[src/hdl/mtb_pkg.sv]
package mtb_pkg;

  // field widths
  localparam int OP_W     = 3;
  localparam int ID_W     = 4;
  localparam int TOKEN_W  = 16;
  // slots that a 4-bit bucket_id can name
  localparam int ID_SLOTS = 16;

  typedef enum logic [OP_W-1:0] {
    OP_TICK  = 3'd0,
    OP_ALLOC = 3'd1,
    OP_GET   = 3'd2,
    OP_PUT   = 3'd3,
    OP_FREE  = 3'd4
  } op_e;

  typedef enum logic [1:0] {
    ST_OK      = 2'd0,
    ST_UNALLOC = 2'd1,
    ST_FULL    = 2'd2,
    ST_EMPTY   = 2'd3
  } status_e;

  // one request as the core sees it
  typedef struct packed {
    logic [OP_W-1:0]    op;
    logic [ID_W-1:0]    bucket;
    logic [TOKEN_W-1:0] amount;
    logic [TOKEN_W-1:0] rate;
    logic [TOKEN_W-1:0] burst_limit;
  } cmd_t;

  // one result item
  typedef struct packed {
    status_e            status;
    logic [ID_W-1:0]    bucket_id;
    logic [TOKEN_W-1:0] granted;
  } res_t;

  // add with saturation at the bucket cap
  function automatic logic [TOKEN_W-1:0] clamp_add(input logic [TOKEN_W-1:0] base,
                                                   input logic [TOKEN_W-1:0] add,
                                                   input logic [TOKEN_W-1:0] cap);
    logic [TOKEN_W:0] sum;
    sum = {1'b0, base} + {1'b0, add};
    return (sum >= {1'b0, cap}) ? cap : sum[TOKEN_W-1:0];
  endfunction

endpackage

[src/hdl/mtb_req_if.sv]
interface mtb_req_if import mtb_pkg::*; ();
  logic               valid;
  logic               ready;
  logic [OP_W-1:0]    op;
  logic [ID_W-1:0]    bucket;
  logic [TOKEN_W-1:0] amount;
  logic [TOKEN_W-1:0] rate;
  logic [TOKEN_W-1:0] burst_limit;

  modport source (output valid, op, bucket, amount, rate, burst_limit, input ready);
  modport sink   (input valid, op, bucket, amount, rate, burst_limit, output ready);
endinterface

[src/hdl/mtb_rsp_if.sv]
interface mtb_rsp_if import mtb_pkg::*; ();
  logic               valid;
  logic               ready;
  status_e            status;
  logic [ID_W-1:0]    bucket_id;
  logic [TOKEN_W-1:0] granted;

  modport source (output valid, status, bucket_id, granted, input ready);
  modport sink   (input valid, status, bucket_id, granted, output ready);
endinterface

[src/hdl/mtb_core.sv]
module mtb_core import mtb_pkg::*; #(
  parameter int BUCKETS = 16
) (
  input  logic clk_i,
  input  logic rst_ni,
  input  logic start_i,
  input  cmd_t cmd_i,
  output logic idle_o,
  output logic res_valid_o,
  input  logic res_take_i,
  output res_t res_o
);

  localparam int AW   = (BUCKETS > 1) ? $clog2(BUCKETS) : 1;
  localparam int SCAN = (BUCKETS < ID_SLOTS) ? BUCKETS : ID_SLOTS;
  localparam logic [AW-1:0] LAST      = AW'(BUCKETS - 1);
  localparam logic [AW-1:0] SCAN_LAST = AW'(SCAN - 1);

  typedef enum logic [2:0] {
    S_CLEAR,
    S_IDLE,
    S_TICK,
    S_ALLOC,
    S_ACCESS,
    S_DONE
  } state_e;

  typedef struct packed {
    logic               valid;
    logic [TOKEN_W-1:0] count;
  } cnt_ent_t;

  typedef struct packed {
    logic [TOKEN_W-1:0] rate;
    logic [TOKEN_W-1:0] cap;
  } shp_ent_t;

  // slot state memories: valid/count is cleared after reset, rate/cap is not
  cnt_ent_t cnt_mem [BUCKETS];
  shp_ent_t shp_mem [BUCKETS];
  cnt_ent_t cnt_rd_q;
  shp_ent_t shp_rd_q;

  state_e         state_q, state_d;
  logic [AW-1:0]  addr_q, addr_d;
  cmd_t           cmd_q, cmd_d;
  res_t           res_q, res_d;
  logic           in_range_q, in_range_d;

  logic [AW-1:0]  raddr;
  logic           cnt_we, shp_we;
  cnt_ent_t       cnt_wdata;
  shp_ent_t       shp_wdata;
  logic           live;
  logic [TOKEN_W-1:0] grant;

  // read address: first entry when a scan starts, the next entry during a scan, the addressed bucket otherwise
  always_comb begin
    case (state_q)
      S_IDLE: begin
        if (cmd_i.op == OP_TICK || cmd_i.op == OP_ALLOC) begin
          raddr = '0;
        end else begin
          raddr = AW'(cmd_i.bucket);
        end
      end
      S_TICK, S_ALLOC: raddr = addr_q + AW'(1);
      default:         raddr = addr_q;
    endcase
  end

  assign live  = in_range_q && cnt_rd_q.valid;
  assign grant = (cmd_q.amount < cnt_rd_q.count) ? cmd_q.amount : cnt_rd_q.count;

  // sequencer: read, modify, write back
  always_comb begin
    state_d    = state_q;
    addr_d     = addr_q;
    cmd_d      = cmd_q;
    res_d      = res_q;
    in_range_d = in_range_q;
    cnt_we     = 1'b0;
    cnt_wdata  = '0;
    shp_we     = 1'b0;
    shp_wdata  = '{rate: cmd_q.rate, cap: cmd_q.burst_limit};
    case (state_q)
      S_CLEAR: begin
        cnt_we = 1'b1;
        addr_d = addr_q + AW'(1);
        if (addr_q == LAST) begin
          addr_d  = '0;
          state_d = S_IDLE;
        end
      end
      S_IDLE: begin
        if (start_i) begin
          cmd_d      = cmd_i;
          in_range_d = int'(cmd_i.bucket) < BUCKETS;
          addr_d     = raddr;
          case (cmd_i.op)
            OP_TICK:                state_d = S_TICK;
            OP_ALLOC:               state_d = S_ALLOC;
            OP_GET, OP_PUT, OP_FREE: state_d = S_ACCESS;
            default: begin
              res_d   = '{status: ST_OK, bucket_id: cmd_i.bucket, granted: '0};
              state_d = S_DONE;
            end
          endcase
        end
      end
      S_TICK: begin
        if (cnt_rd_q.valid) begin
          cnt_we    = 1'b1;
          cnt_wdata = '{valid: 1'b1,
                        count: clamp_add(cnt_rd_q.count, shp_rd_q.rate, shp_rd_q.cap)};
        end
        if (addr_q == LAST) begin
          res_d   = '{status: ST_OK, bucket_id: '0, granted: '0};
          state_d = S_DONE;
        end else begin
          addr_d = raddr;
        end
      end
      S_ALLOC: begin
        if (!cnt_rd_q.valid) begin
          cnt_we    = 1'b1;
          cnt_wdata = '{valid: 1'b1, count: '0};
          shp_we    = 1'b1;
          res_d     = '{status: ST_OK, bucket_id: ID_W'(addr_q), granted: '0};
          state_d   = S_DONE;
        end else if (addr_q == SCAN_LAST) begin
          res_d   = '{status: ST_FULL, bucket_id: '0, granted: '0};
          state_d = S_DONE;
        end else begin
          addr_d = raddr;
        end
      end
      S_ACCESS: begin
        res_d   = '{status: ST_OK, bucket_id: cmd_q.bucket, granted: '0};
        state_d = S_DONE;
        if (!live) begin
          res_d.status = ST_UNALLOC;
        end else begin
          case (cmd_q.op)
            OP_GET: begin
              if (cnt_rd_q.count == '0) begin
                res_d.status = ST_EMPTY;
              end else begin
                res_d.granted = grant;
                cnt_we        = 1'b1;
                cnt_wdata     = '{valid: 1'b1, count: cnt_rd_q.count - grant};
              end
            end
            OP_PUT: begin
              cnt_we    = 1'b1;
              cnt_wdata = '{valid: 1'b1,
                            count: clamp_add(cnt_rd_q.count, cmd_q.amount, shp_rd_q.cap)};
            end
            OP_FREE: begin
              cnt_we    = 1'b1;
              cnt_wdata = '{valid: 1'b0, count: '0};
            end
            default: cnt_we = 1'b0;
          endcase
        end
      end
      S_DONE: begin
        if (res_take_i) begin
          state_d = S_IDLE;
        end
      end
      default: state_d = S_IDLE;
    endcase
  end

  // control and result registers
  always_ff @(posedge clk_i or negedge rst_ni) begin
    if (!rst_ni) begin
      state_q    <= S_CLEAR;
      addr_q     <= '0;
      in_range_q <= 1'b0;
    end else begin
      state_q    <= state_d;
      addr_q     <= addr_d;
      in_range_q <= in_range_d;
    end
  end

  always_ff @(posedge clk_i) begin
    cmd_q <= cmd_d;
    res_q <= res_d;
  end

  // memory ports, registered read
  always_ff @(posedge clk_i) begin
    if (cnt_we) begin
      cnt_mem[addr_q] <= cnt_wdata;
    end
    if (shp_we) begin
      shp_mem[addr_q] <= shp_wdata;
    end
    cnt_rd_q <= cnt_mem[raddr];
    shp_rd_q <= shp_mem[raddr];
  end

  assign idle_o      = (state_q == S_IDLE);
  assign res_valid_o = (state_q == S_DONE);
  assign res_o       = res_q;

endmodule

[src/hdl/multi_token_bucket_table_unit.sv]
// Table of BUCKETS token buckets behind a request channel (req_i) and a
// result channel (rsp_o), both valid/ready; a transfer happens when valid and
// ready are high at a rising edge. Every request gives exactly one result.
// Operations: tick refills all valid buckets, allocate claims the lowest free
// slot, get/put move tokens, free releases a slot.
// One request is in work at a time; req_i.ready is high while the sequencer
// is idle. Tick does one memory read-modify-write per slot, allocate scans
// the valid bits of up to min(BUCKETS, 16) slots, get, put and free do one
// read-modify-write, and an unknown op gives an ok result with no memory access.
// The next request is taken in the cycle the result is shown.
// After reset a clearing pass over all BUCKETS slots zeroes valid bits and counts;
// req_i.ready stays low until it ends.
// A stalled result waits in the output register; the sequencer takes the
// next request meanwhile and holds its own result until the register frees.
module multi_token_bucket_table_unit import mtb_pkg::*; #(
  parameter int BUCKETS = 16
) (
  input  logic      clk_i,
  input  logic      rst_ni,
  mtb_req_if.sink   req_i,
  mtb_rsp_if.source rsp_o
);

  cmd_t core_cmd;
  res_t core_res;
  logic core_idle;
  logic core_res_valid;
  logic res_take;
  logic out_valid_q, out_valid_d;
  res_t out_q;

  assign core_cmd = '{op:          req_i.op,
                      bucket:      req_i.bucket,
                      amount:      req_i.amount,
                      rate:        req_i.rate,
                      burst_limit: req_i.burst_limit};

  assign req_i.ready = core_idle;

  mtb_core #(
    .BUCKETS(BUCKETS)
  ) u_core (
    .clk_i      (clk_i),
    .rst_ni     (rst_ni),
    .start_i    (req_i.valid && core_idle),
    .cmd_i      (core_cmd),
    .idle_o     (core_idle),
    .res_valid_o(core_res_valid),
    .res_take_i (res_take),
    .res_o      (core_res)
  );

  // output register, loads when empty or being drained
  assign res_take = core_res_valid && (!out_valid_q || rsp_o.ready);

  always_comb begin
    out_valid_d = out_valid_q;
    if (res_take) begin
      out_valid_d = 1'b1;
    end else if (rsp_o.ready) begin
      out_valid_d = 1'b0;
    end
  end

  always_ff @(posedge clk_i or negedge rst_ni) begin
    if (!rst_ni) begin
      out_valid_q <= 1'b0;
    end else begin
      out_valid_q <= out_valid_d;
    end
  end

  always_ff @(posedge clk_i) begin
    if (res_take) begin
      out_q <= core_res;
    end
  end

  assign rsp_o.valid     = out_valid_q;
  assign rsp_o.status    = out_q.status;
  assign rsp_o.bucket_id = out_q.bucket_id;
  assign rsp_o.granted   = out_q.granted;

endmodule

[src/flat_wrapper.sv]
// flat-port wrapper written by rule: the top's interface ports become plain ports
module multi_token_bucket_table_unit_flat import mtb_pkg::*;
#(
  parameter int BUCKETS = 16
)
  (clk_i, rst_ni, req_i_valid, req_i_op, req_i_bucket, req_i_amount, req_i_rate, req_i_burst_limit, req_i_ready, rsp_o_valid, rsp_o_status, rsp_o_bucket_id, rsp_o_granted, rsp_o_ready);
  mtb_req_if req_i_i ();
  mtb_rsp_if rsp_o_i ();
  input  logic clk_i;
  input  logic rst_ni;
  input wire logic [$bits(req_i_i.valid)-1:0] req_i_valid;
  input wire logic [$bits(req_i_i.op)-1:0] req_i_op;
  input wire logic [$bits(req_i_i.bucket)-1:0] req_i_bucket;
  input wire logic [$bits(req_i_i.amount)-1:0] req_i_amount;
  input wire logic [$bits(req_i_i.rate)-1:0] req_i_rate;
  input wire logic [$bits(req_i_i.burst_limit)-1:0] req_i_burst_limit;
  output wire logic [$bits(req_i_i.ready)-1:0] req_i_ready;
  output wire logic [$bits(rsp_o_i.valid)-1:0] rsp_o_valid;
  output wire logic [$bits(rsp_o_i.status)-1:0] rsp_o_status;
  output wire logic [$bits(rsp_o_i.bucket_id)-1:0] rsp_o_bucket_id;
  output wire logic [$bits(rsp_o_i.granted)-1:0] rsp_o_granted;
  input wire logic [$bits(rsp_o_i.ready)-1:0] rsp_o_ready;
  assign req_i_i.valid = req_i_valid;
  assign req_i_i.op = req_i_op;
  assign req_i_i.bucket = req_i_bucket;
  assign req_i_i.amount = req_i_amount;
  assign req_i_i.rate = req_i_rate;
  assign req_i_i.burst_limit = req_i_burst_limit;
  assign req_i_ready = req_i_i.ready;
  assign rsp_o_valid = rsp_o_i.valid;
  assign rsp_o_status = rsp_o_i.status;
  assign rsp_o_bucket_id = rsp_o_i.bucket_id;
  assign rsp_o_granted = rsp_o_i.granted;
  assign rsp_o_i.ready = rsp_o_ready;
  multi_token_bucket_table_unit #(.BUCKETS(BUCKETS)) u_core (.clk_i(clk_i), .rst_ni(rst_ni), .req_i(req_i_i), .rsp_o(rsp_o_i));
endmodule
[config.mk]
export PLATFORM = sky130hd
export DESIGN_NAME = multi_token_bucket_table_unit_flat
export DESIGN_NICKNAME = d
export VERILOG_FILES = /design/src/hdl/mtb_pkg.sv /design/src/hdl/mtb_req_if.sv /design/src/hdl/mtb_rsp_if.sv /design/src/hdl/mtb_core.sv /design/src/hdl/multi_token_bucket_table_unit.sv /design/src/flat_wrapper.sv
export SDC_FILE = /design/constraint.sdc
export NUM_CORES = 1
export LEC_CHECK = 0
export BUFFER_PORTS_ARGS = -buffer_cell sky130_fd_sc_hd__buf_2
export CAP_MARGIN = 20
export CORE_MARGIN = 5
export CORE_UTILIZATION = 55
export CTS_BUF_LIST = sky130_fd_sc_hd__clkbuf_4 sky130_fd_sc_hd__clkbuf_8 sky130_fd_sc_hd__clkbuf_16
export CTS_CLUSTER_DIAMETER = 150
export DETAILED_ROUTE_END_ITERATION = 16
export PLACE_DENSITY = 0.72
export SLEW_MARGIN = 20
export SYNTH_ARGS = -nofsm -noshare
export SYNTH_HDL_FRONTEND = slang
export SYNTH_SLANG_ARGS = --single-unit
[constraint.sdc]
create_clock -name clk_i -period 15.85 [get_ports clk_i]
set_input_delay 3.17 -clock clk_i [delete_from_list [all_inputs] [get_ports clk_i]]
set_output_delay 3.17 -clock clk_i [all_outputs]
set_load 0.05 [all_outputs]
Word-level counts from Yosys, hierarchy flattened
Memory sizes are Yosys's and may differ from the RTL's. A register that Yosys moved wholly into a read port is not among the register bits.
Index checks and enable logic that the tools add are counted.
- register bits after elaboration: 108
- latch bits: 0
- memory bits (writable): 784
- memory bits (read-only): 0
- input port bits: 59
- memories kept: 2
- $add $sub $neg: 4
- multipliers: 0
- div/mod/pow operators: 0
- magnitude comparators: 3
- eq/ne operators: 20
- shifts and indexed selects: 0
- muxes and demuxes: 48
- bitwise operators: 0
- reduce and logical (&&, ||, !) cells: 20
- memory list (memory ; depth ; bits a word ; read ports ; clocked after Yosys merged registers in ; wr ports ; RTL line ; text):
    u_core.u_core.shp_mem ; 16 ; 32 ; 1 ; 1 ; 1 ; mtb_core.sv:40 ; shp_ent_t shp_mem [BUCKETS];
    u_core.u_core.cnt_mem ; 16 ; 17 ; 1 ; 1 ; 1 ; mtb_core.sv:39 ; cnt_ent_t cnt_mem [BUCKETS];
- operator list (kind ; count):
    22-bit 2-to-1 mux ; 5
    16-bit 2-to-1 mux ; 6
    22-bit case mux with 4 select lines ; 1
    17-bit 2-to-1 mux ; 4
    17-bit case mux with 3 select lines ; 1
    16-bit by 16-bit adder with 17-bit output ; 2
    17-bit by 16-bit >= comparator with 1-bit output ; 2
    17-bit case mux with 2 select lines ; 1
    4-bit 2-to-1 mux ; 5
    3-bit by 2-bit == test with 1-bit output, second input constant ; 6
    3-bit case mux with 6 select lines ; 1
    16-bit logical NOT ; 1
    16-bit < comparator ; 1
    4-bit case mux with 4 select lines ; 1
    16-bit subtractor ; 1
    3-bit 2-to-1 mux ; 5
    3-bit == test, second input constant ; 4
    2-bit != test, second input constant ; 6
    1-bit 2-to-1 mux ; 11
    3-bit case mux with 3 select lines ; 1
    4-bit case mux with 2 select lines ; 1
    4-bit nonzero test ; 2
    3-bit by 1-bit == test with 1-bit output, second input constant ; 2
    3-bit logical NOT ; 2
    16 further kinds ; 23

Longest topological paths before layout
Gate-level depths: netlist of the first run.
- word-level depth: 7
- depth in mapped cells: 21

By module
Synthesis of the first run repeated with hierarchy kept, for this count alone.
- cell total of the unflattened synthesis: 2974
- area, all modules: 40040.9 µm²
- by module, submodules not included (module ; instances ; cells each ; area each (µm²)):
    mtb_core ; 1 ; 2947 ; 39330.2
    multi_token_bucket_table_unit ; 1 ; 27 ; 710.7

Worst setup path before layout of the first run
No wires, ideal clock.
- path kind: input -> register
- start: input req_i_op[1]
- end: register u_core.u_core.res_q (netlist bit u_core.u_core.res_o[0]), enable pin
- arrival time: 5.068 ns
- data required time: 15.418 ns
- path slack: 10.351 ns
- cell stages on the path: 4
- buffers on the path: 0
- cells stage by stage: o211ai_1 o21ai_0 a22oi_1 o21ai_0
- longest elaborated chain between the ends: 4
- ends and longest elaborated chain (what ; RTL line ; text):
    from (decl) ; flat_wrapper.sv:12 ; input wire logic [$bits(req_i_i.op)-1:0] req_i_op;
    3-bit by 1-bit == test with 1-bit output, or another cell as far along ; mtb_core.sv:100 ; case (cmd_i.op)
    5-bit OR reduction (no source line) (*) ; n/a ;
    2-bit != test (no source line) (*) ; n/a ;
    5-bit AND reduction (no source line) (*) ; n/a ;
    to (signal assigned) ; mtb_core.sv:191 ; res_q <= res_d;
    to (decl) ; mtb_core.sv:47 ; res_t res_q, res_d;
Every way passes the cells marked *; elsewhere a longest branch is shown, timed or not.
A chain may end at the register's enable or synchronous reset.

==> results of run 1 <==
-- critical path: cells and delay by family (launching register included) --
family          cells  cell delay, ns
flops               1            0.72
buf+inv             3            0.55
simple gates        5            0.86
fa+ha+maj           3            1.01
mux                 1            0.30
compound gates      9            2.35
-- placed cells by master (no fill, tap or decap), drive strengths merged, types with 16 or more instances in the layout --
cell type / Yosys / layout
edfxtp: 883 / 883
mux4: 196 / 196
buf: 42 / 144
clkbuf: 35 / 117
a22oi: 110 / 110
ha: 100 / 100
nand2: 92 / 92
nor2: 76 / 76
inv: 67 / 70
a21oi: 50 / 50
dfxtp: 49 / 49
o21ai: 42 / 42
mux2i: 37 / 37
clkinv: 0 / 36
nor3: 27 / 27
xnor2: 26 / 26
nand3: 25 / 25
and2: 20 / 20
nand2b: 16 / 16
-- where the power goes --
| part | total, mW | internal, mW | switching, mW |
|---|---|---|---|
| clock network | 2.21 | 1.30 | 0.911 |
| registers | 3.36 | 3.07 | 0.293 |
| logic | 4.13 | 1.82 | 2.31 |
| total | 9.70 | 6.18 | 3.52 |
-- worst paths after layout --
kind	slack [ns]	to
setup / recovery	9.67	u_core.u_core.cnt_mem[5][14]
hold / removal	0.42	u_core.rsp_o.granted[13]
setup reg to reg	9.67	u_core.u_core.cnt_mem[5][14]
hold reg to reg	0.42	u_core.rsp_o.granted[13]
max in group asynchronous	13.26	u_core.u_core.state_q[0]
min in group asynchronous	2.37	u_core.u_core.addr_q[1]
-- state kept, by name, indices dropped and copies added, names as in the netlist --
name,count
u_core.rsp_o.bucket_id,4
u_core.rsp_o.granted,16
u_core.rsp_o.status,2
u_core.rsp_o.valid,1
u_core.u_core.addr_q,4
u_core.u_core.cmd_q,55
u_core.u_core.cnt_mem,272
u_core.u_core.cnt_rd_q,17
u_core.u_core.in_range_q,1
u_core.u_core.res_o,22
u_core.u_core.shp_mem,512
u_core.u_core.shp_rd_q,32
u_core.u_core.state_q,3
-- per-stage QoR --
step,hold WS [ns],utilization (%),std cells
finish,0.417,62.4,3254
global route,0.423,62.4,3251
CTS,0.416,62.3,3248
detailed placement,0.405,57.9,3080
global placement,0.403,57.8,3079
floorplan,0.400,-,2075
-- metal layers --
layer	vias up	wire, um	global-route usage (%)
li1	8769	-	-
met1	10700	36200	34.4
met2	993	45100	40.1
met3	191	8310	5.26
met4	4	3000	7.74
met5	-	27	0
-- cell usage after synthesis (10+ instances only) --
cell	count
dfxtp_1	49
a21oi_1	49
nor2_1	74
xor2_1	12
a211oi_1	10
edfxtp_1	883
o21ai_0	36
nor3_1	25
xnor2_1	26
nand2_1	92
nand2b_1	16
o21bai_1	12
mux2i_1	37
mux4_2	196
a22oi_1	110
a31oi_1	10
and2_1	19
clkbuf_1	35
nand3_1	24
ha_1	100
nor2b_1	10
inv_1	67
buf_2	36
nand4_1	10
-- cells by family (layout without fill, tap and decap cells) --
group / after synthesis / after routing / share of synthesized area [%]
other: 0 / 4 / 0
adder cells (fa/ha/maj): 103 / 103 / 3.41
AND/OR/NAND/NOR: 314 / 314 / 4.00
XOR/XNOR: 38 / 38 / 0.865
AO/OA/AOI/OAI: 293 / 293 / 5.36
multiplexers: 242 / 242 / 12.7
buffers and inverters: 144 / 379 / 1.59
flip-flops: 941 / 941 / 72.1
-- area by class of cell --
type	instances	area [um2]
tap	940	1180
antenna	4	10.0
multi-input combinational	990	10300
clock inverter	51	593
clock buffer	117	2520
fill	4836	26200
sequential	941	27700
timing repair buffer	144	940
inverter	67	251
==> metrics.txt, run 1 <==
unique cell type count in the Yosys netlist between 70 and 80; I/O pin count 83; HP Start u_core.u_core.res_o[13]; max_cap viols 0; Pwr Density 223 mW/mm2; Avg WL per Cell 28.5 um; slowest CP cell dfxtp_1; Worst-Margin Slew 1.12 ns; first-pass GRT wire length between 100,000 and 150,000 um; Mapped Cells 2,075; Post-Syn Area 0.0385 mm2; placed cell area 0.0403 mm2; I/O Buffers 82; Skew-Pair Late Insertion Delay 0.67 ns; Final Cycle Share between 30 and 40%; Total GRT Usage 24.8%; synthesized net count 2,237; area grow syn2layout 13.1%; Worst VDD drop 0.213 mV; Clock Tree Buf Depth 3; Max Fclk 0.162 GHz; DIE WIDTH 274 um; fin nets 2,396; yosys warns 0; crit-path max FO 16; Design Power ~9.7 mW; vias in the first global route around 21,000; H-tree depth 3; Post-synth ARST share 0.956%; dpl ws 8.94 ns; worst r2r src u_core.u_core.cnt_rd_q[1]; antenna-violating nets left 0; Synth area leaders edfxtp_1, mux4_2, ha_1; data required time of the critical path 16.15 ns; layout cells sized above 1 25.1%; Largest stage delay, worst path 0.72 ns; clk slew on worst S/H paths 0.06 ns; CP endpoint kind flop; CP Launch Type flop; R2R depth 21; Core Region 0.0697 mm2; Hold-fix buffers, CTS 0; CTS sink count roughly 940; CTS tree yes; Root Driver clkbuf_16; post-route design area 0.0435 mm2; worst hold path type reg2reg; minimum clock period 6.18 ns; RSZ-0062 raised after global routing no; setup bufs post-CTS 0; final WL 92,600 um; Most used DFF post-synth edfxtp_1; DR vias 20,600; crit path kind reg2reg; P_leak 14.6 nW; drt first-iter violations approximately 2,600; Starting Density 55.2%; GPL Wtd Cong around 0.91; post-CTS sizing 0; sequential element share of the synthesized area between 70 and 80%; grt ovf 0; Slew headroom 25.0%; Cell Rows 97; Fin. Hold Viols 0; area leader, netlist edfxtp_1; EDFF count, synth 883; worst-path cell chain inv_1 -> ha_1 -> nor2b_1 -> nor3_1 -> o211a_1 -> o211ai_1 -> a21oi_2 -> buf_4 -> nand2_1 -> o21ai_0 -> ha_1 -> inv_1 -> fa_1 -> a211oi_1 -> nor2_1 -> o221a_2 -> a221oi_1 -> and2b_2 -> mux2_2 -> a2111oi_4 -> o21ai_2; Final TNS setup 0 ns; final setup vio count 0; DRC 0; post-DP HPWL 52,500 um; crit path from u_core.u_core.cnt_rd_q[1]; Syn Area/Cell 18.5 um2; worst hold path depth 0; Final Worst Setup Slack roughly 9.7 ns; Yosys reg bits 941; top cell type's share of synthesized area 68.9%; vias per cell 6.34; Die ar. approximately 0.075 mm2; fin. max-slew vios 0; TritonCTS Buffers 90; Layout Skew 0.0366 ns; largest net degree at the start of global routing 129; CP Data Arrival Time 6.48 ns; antenna violations before repair 5; TritonRoute pass-1 iters 8; status finished clean; Die Y 274 um
Power figures use the tool's default switching activity.
==> run 2, diff against run 1 <==
- clock period: 15.85 -> 5.8 ns (I/O delays scaled with it)
==> run 2 against run 1 <==
Register-to-register slack got worse by 9.4 ns. Global-route usage rose by 0.18 points. Die area did not move. Clock skew rose by 0.0082 ns. Clock-buffer cell count rose by 4. Final area barely moved. Sequential share of layout area barely moved. Largest cell class unchanged.
==> metrics.txt, run 2 (same netlist as run 1, synthesis figures left out) <==
status finished clean (unchanged); largest net degree at the start of global routing 89 (was 129); TritonRoute pass-1 iters 6 (was 8); layout cells sized above 1 25.3% (was 25.1%); Total GRT Usage 25.0% (was 24.8%); CP endpoint kind flop (unchanged); clk slew on worst S/H paths 0.06 ns (about the same); first-pass GRT wire length 136,000 um (was 137,000 um); Hold-fix buffers, CTS 0 (unchanged); worst hold path type in2async (was reg2reg); Max Fclk 0.181 GHz (was 0.162 GHz); most flop-heavy register u_core.u_core.shp_mem (unchanged); DRC 0 (unchanged); post-route design area 0.0435 mm2 (about the same); CTS tree yes (unchanged); vias per cell 6.27 (was 6.34); drt first-iter violations 2,104 (was 2,575); Worst-Margin Slew 1.15 ns (was 1.12 ns); crit-path max FO 16 (unchanged); DR vias 20,500 (was 20,600); max reg flops 512 (unchanged); most frequent cells in the layout edfxtp_1, mux4_2, a22oi_1 (unchanged); CTS sink count 941 (unchanged); Skew-Pair Late Insertion Delay 0.67 ns (about the same); Slew headroom 23.0% (was 25.0%); Largest stage delay, worst path 0.90 ns (was 0.72 ns); final setup vio count 0 (unchanged); area grow syn2layout 13.2% (was 13.1%); worst r2r src u_core.u_core.cnt_rd_q[1] (unchanged); critical path depth 17 (was 21); DIE WIDTH 274 um (unchanged); I/O pin count 83 (unchanged); Reg-to-Reg End u_core.u_core.cnt_mem[11][10] (was u_core.u_core.cnt_mem[5][14]); Starting Density 55.2% (unchanged); cell family with most CP delay compound AO/OA/AOI/OAI gates (unchanged); Die Y 274 um (unchanged); CP Data Arrival Time 5.81 ns (was 6.48 ns); vias in the first global route 20,900 (was 21,000); H-tree depth 3 (unchanged); worst setup path endpoint u_core.u_core.cnt_mem[11][10] (was u_core.u_core.cnt_mem[5][14]); Clock Tree Buf Depth 3 (unchanged); Die ar. 0.0753 mm2 (unchanged); max_cap viols 0 (unchanged); commonest non-fill, non-tap cell in the layout edfxtp_1 (unchanged); Fin. Hold Viols 0 (unchanged); data required time of the critical path 6.10 ns (was 16.15 ns); top flop regs u_core.u_core.shp_mem: 512 flops, u_core.u_core.cnt_mem: 272 flops, u_core.u_core.cmd_q: 55 flops (unchanged); TritonCTS Buffers 92 (was 90); grt ovf 0 (unchanged); worst-path cell chain inv_1 -> ha_1 -> nor2b_1 -> o311ai_0 -> a211oi_1 -> nor2_1 -> mux2i_1 -> nand3_1 -> ha_1 -> and3_1 -> nand3_1 -> a2bb2oi_1 -> a31oi_1 -> a211o_1 -> a31oi_2 -> mux2i_1 -> o21ai_1 (was inv_1 -> ha_1 -> nor2b_1 -> nor3_1 -> o211a_1 -> o211ai_1 -> a21oi_2 -> buf_4 -> nand2_1 -> o21ai_0 -> ha_1 -> inv_1 -> fa_1 -> a211oi_1 -> nor2_1 -> o221a_2 -> a221oi_1 -> and2b_2 -> mux2_2 -> a2111oi_4 -> o21ai_2); post-DP HPWL 54,900 um (was 52,500 um); fin. max-slew vios 0 (unchanged); placed cell area 0.0405 mm2 (was 0.0403 mm2); Final Cycle Share 95.0% (was 39.0%); RSZ-0062 raised after global routing no (unchanged); Root Driver clkbuf_16 (unchanged); slowest CP cell o21ai_1 (was dfxtp_1); R2R depth 17 (was 21); crit path kind reg2reg (unchanged); I/O Buffers 82 (unchanged); Pwr Density 619 mW/mm2 (was 223 mW/mm2); GPL Wtd Cong 0.960 (was 0.906); Worst VDD drop 0.490 mV (was 0.213 mV); Avg WL per Cell 28.5 um (about the same); fin nets 2,414 (was 2,396); Final TNS setup 0 ns (unchanged); CP Launch Type flop (unchanged); antenna-violating nets left 0 (unchanged); CP bufs+invs 1 (was 3); Layout Skew 0.0448 ns (was 0.0366 ns); R2R Setup Slk 0.29 ns (was 9.67 ns); minimum clock period 5.51 ns (was 6.18 ns); P_leak 14.6 nW (about the same); Core Region 0.0697 mm2 (unchanged); final WL 93,500 um (was 92,600 um); crit path from u_core.u_core.cnt_rd_q[1] (unchanged); Cell Rows 97 (unchanged); antenna violations before repair 10 (was 5)
run 2: final cells by class:
class                   instances  area [um2]
diodes                          7        17.5
clock buffers                 121        2560
clock inverters                48         437
fillers                      4895       26100
inverters                      67         251
multi-input cells             990       10300
flip-flops and latches        941       27700
well taps                     940        1180
repair buffers                160        1080
run 2: how the worst min path moves through the flow:
stage	endpoint	slack, ns	depth (start not counted)
6_report	u_core.u_core.addr_q[2]	0.35	1
5_1_grt	u_core.u_core.addr_q[2]	0.35	1
4_1_cts	u_core.u_core.addr_q[2]	0.33	1
3_5_place_dp	u_core.rsp_o.granted[10]	0.40	0
3_3_place_gp	u_core.rsp_o.granted[1]	0.40	0
2_1_floorplan	u_core.rsp_o.bucket_id[0]	0.40	0
run 2: stage by stage:
step                hold slack [ns]  total power, mW  utilization, %  std cells  setup WS (ns)
finish                        0.348             27.0            62.5       3274          0.288
global route                  0.349             28.4            62.5       3268         0.0432
CTS                           0.333             27.1            62.4       3266          0.261
detailed placement            0.405             21.2            58.1       3097          0.301
global placement              0.400             21.0            58.1       3097          0.397
floorplan                     0.400             17.4               -       2075          0.778
run 2: where the power goes:
group / switching (mW) / internal (mW) / total, mW
clock: 2.50 / 3.32 / 5.82
combinational: 7.03 / 5.09 / 12.1
sequential: 0.631 / 8.38 / 9.01
run 2: what timing repair did:
action	4_1_cts	5_1_grt
gates resized for setup	0	1
buffers inserted	0	0
setup endpoints to repair	0	16
run 2: layer usage:
metal | GRT usage (%) | vias up | wire, um
met5 | 0 | - | 28
met4 | 10.0 | 4 | 4050
met3 | 5.79 | 191 | 8330
met2 | 39.3 | 959 | 44800
met1 | 34.3 | 10600 | 36200
li1 | - | 8800 | -
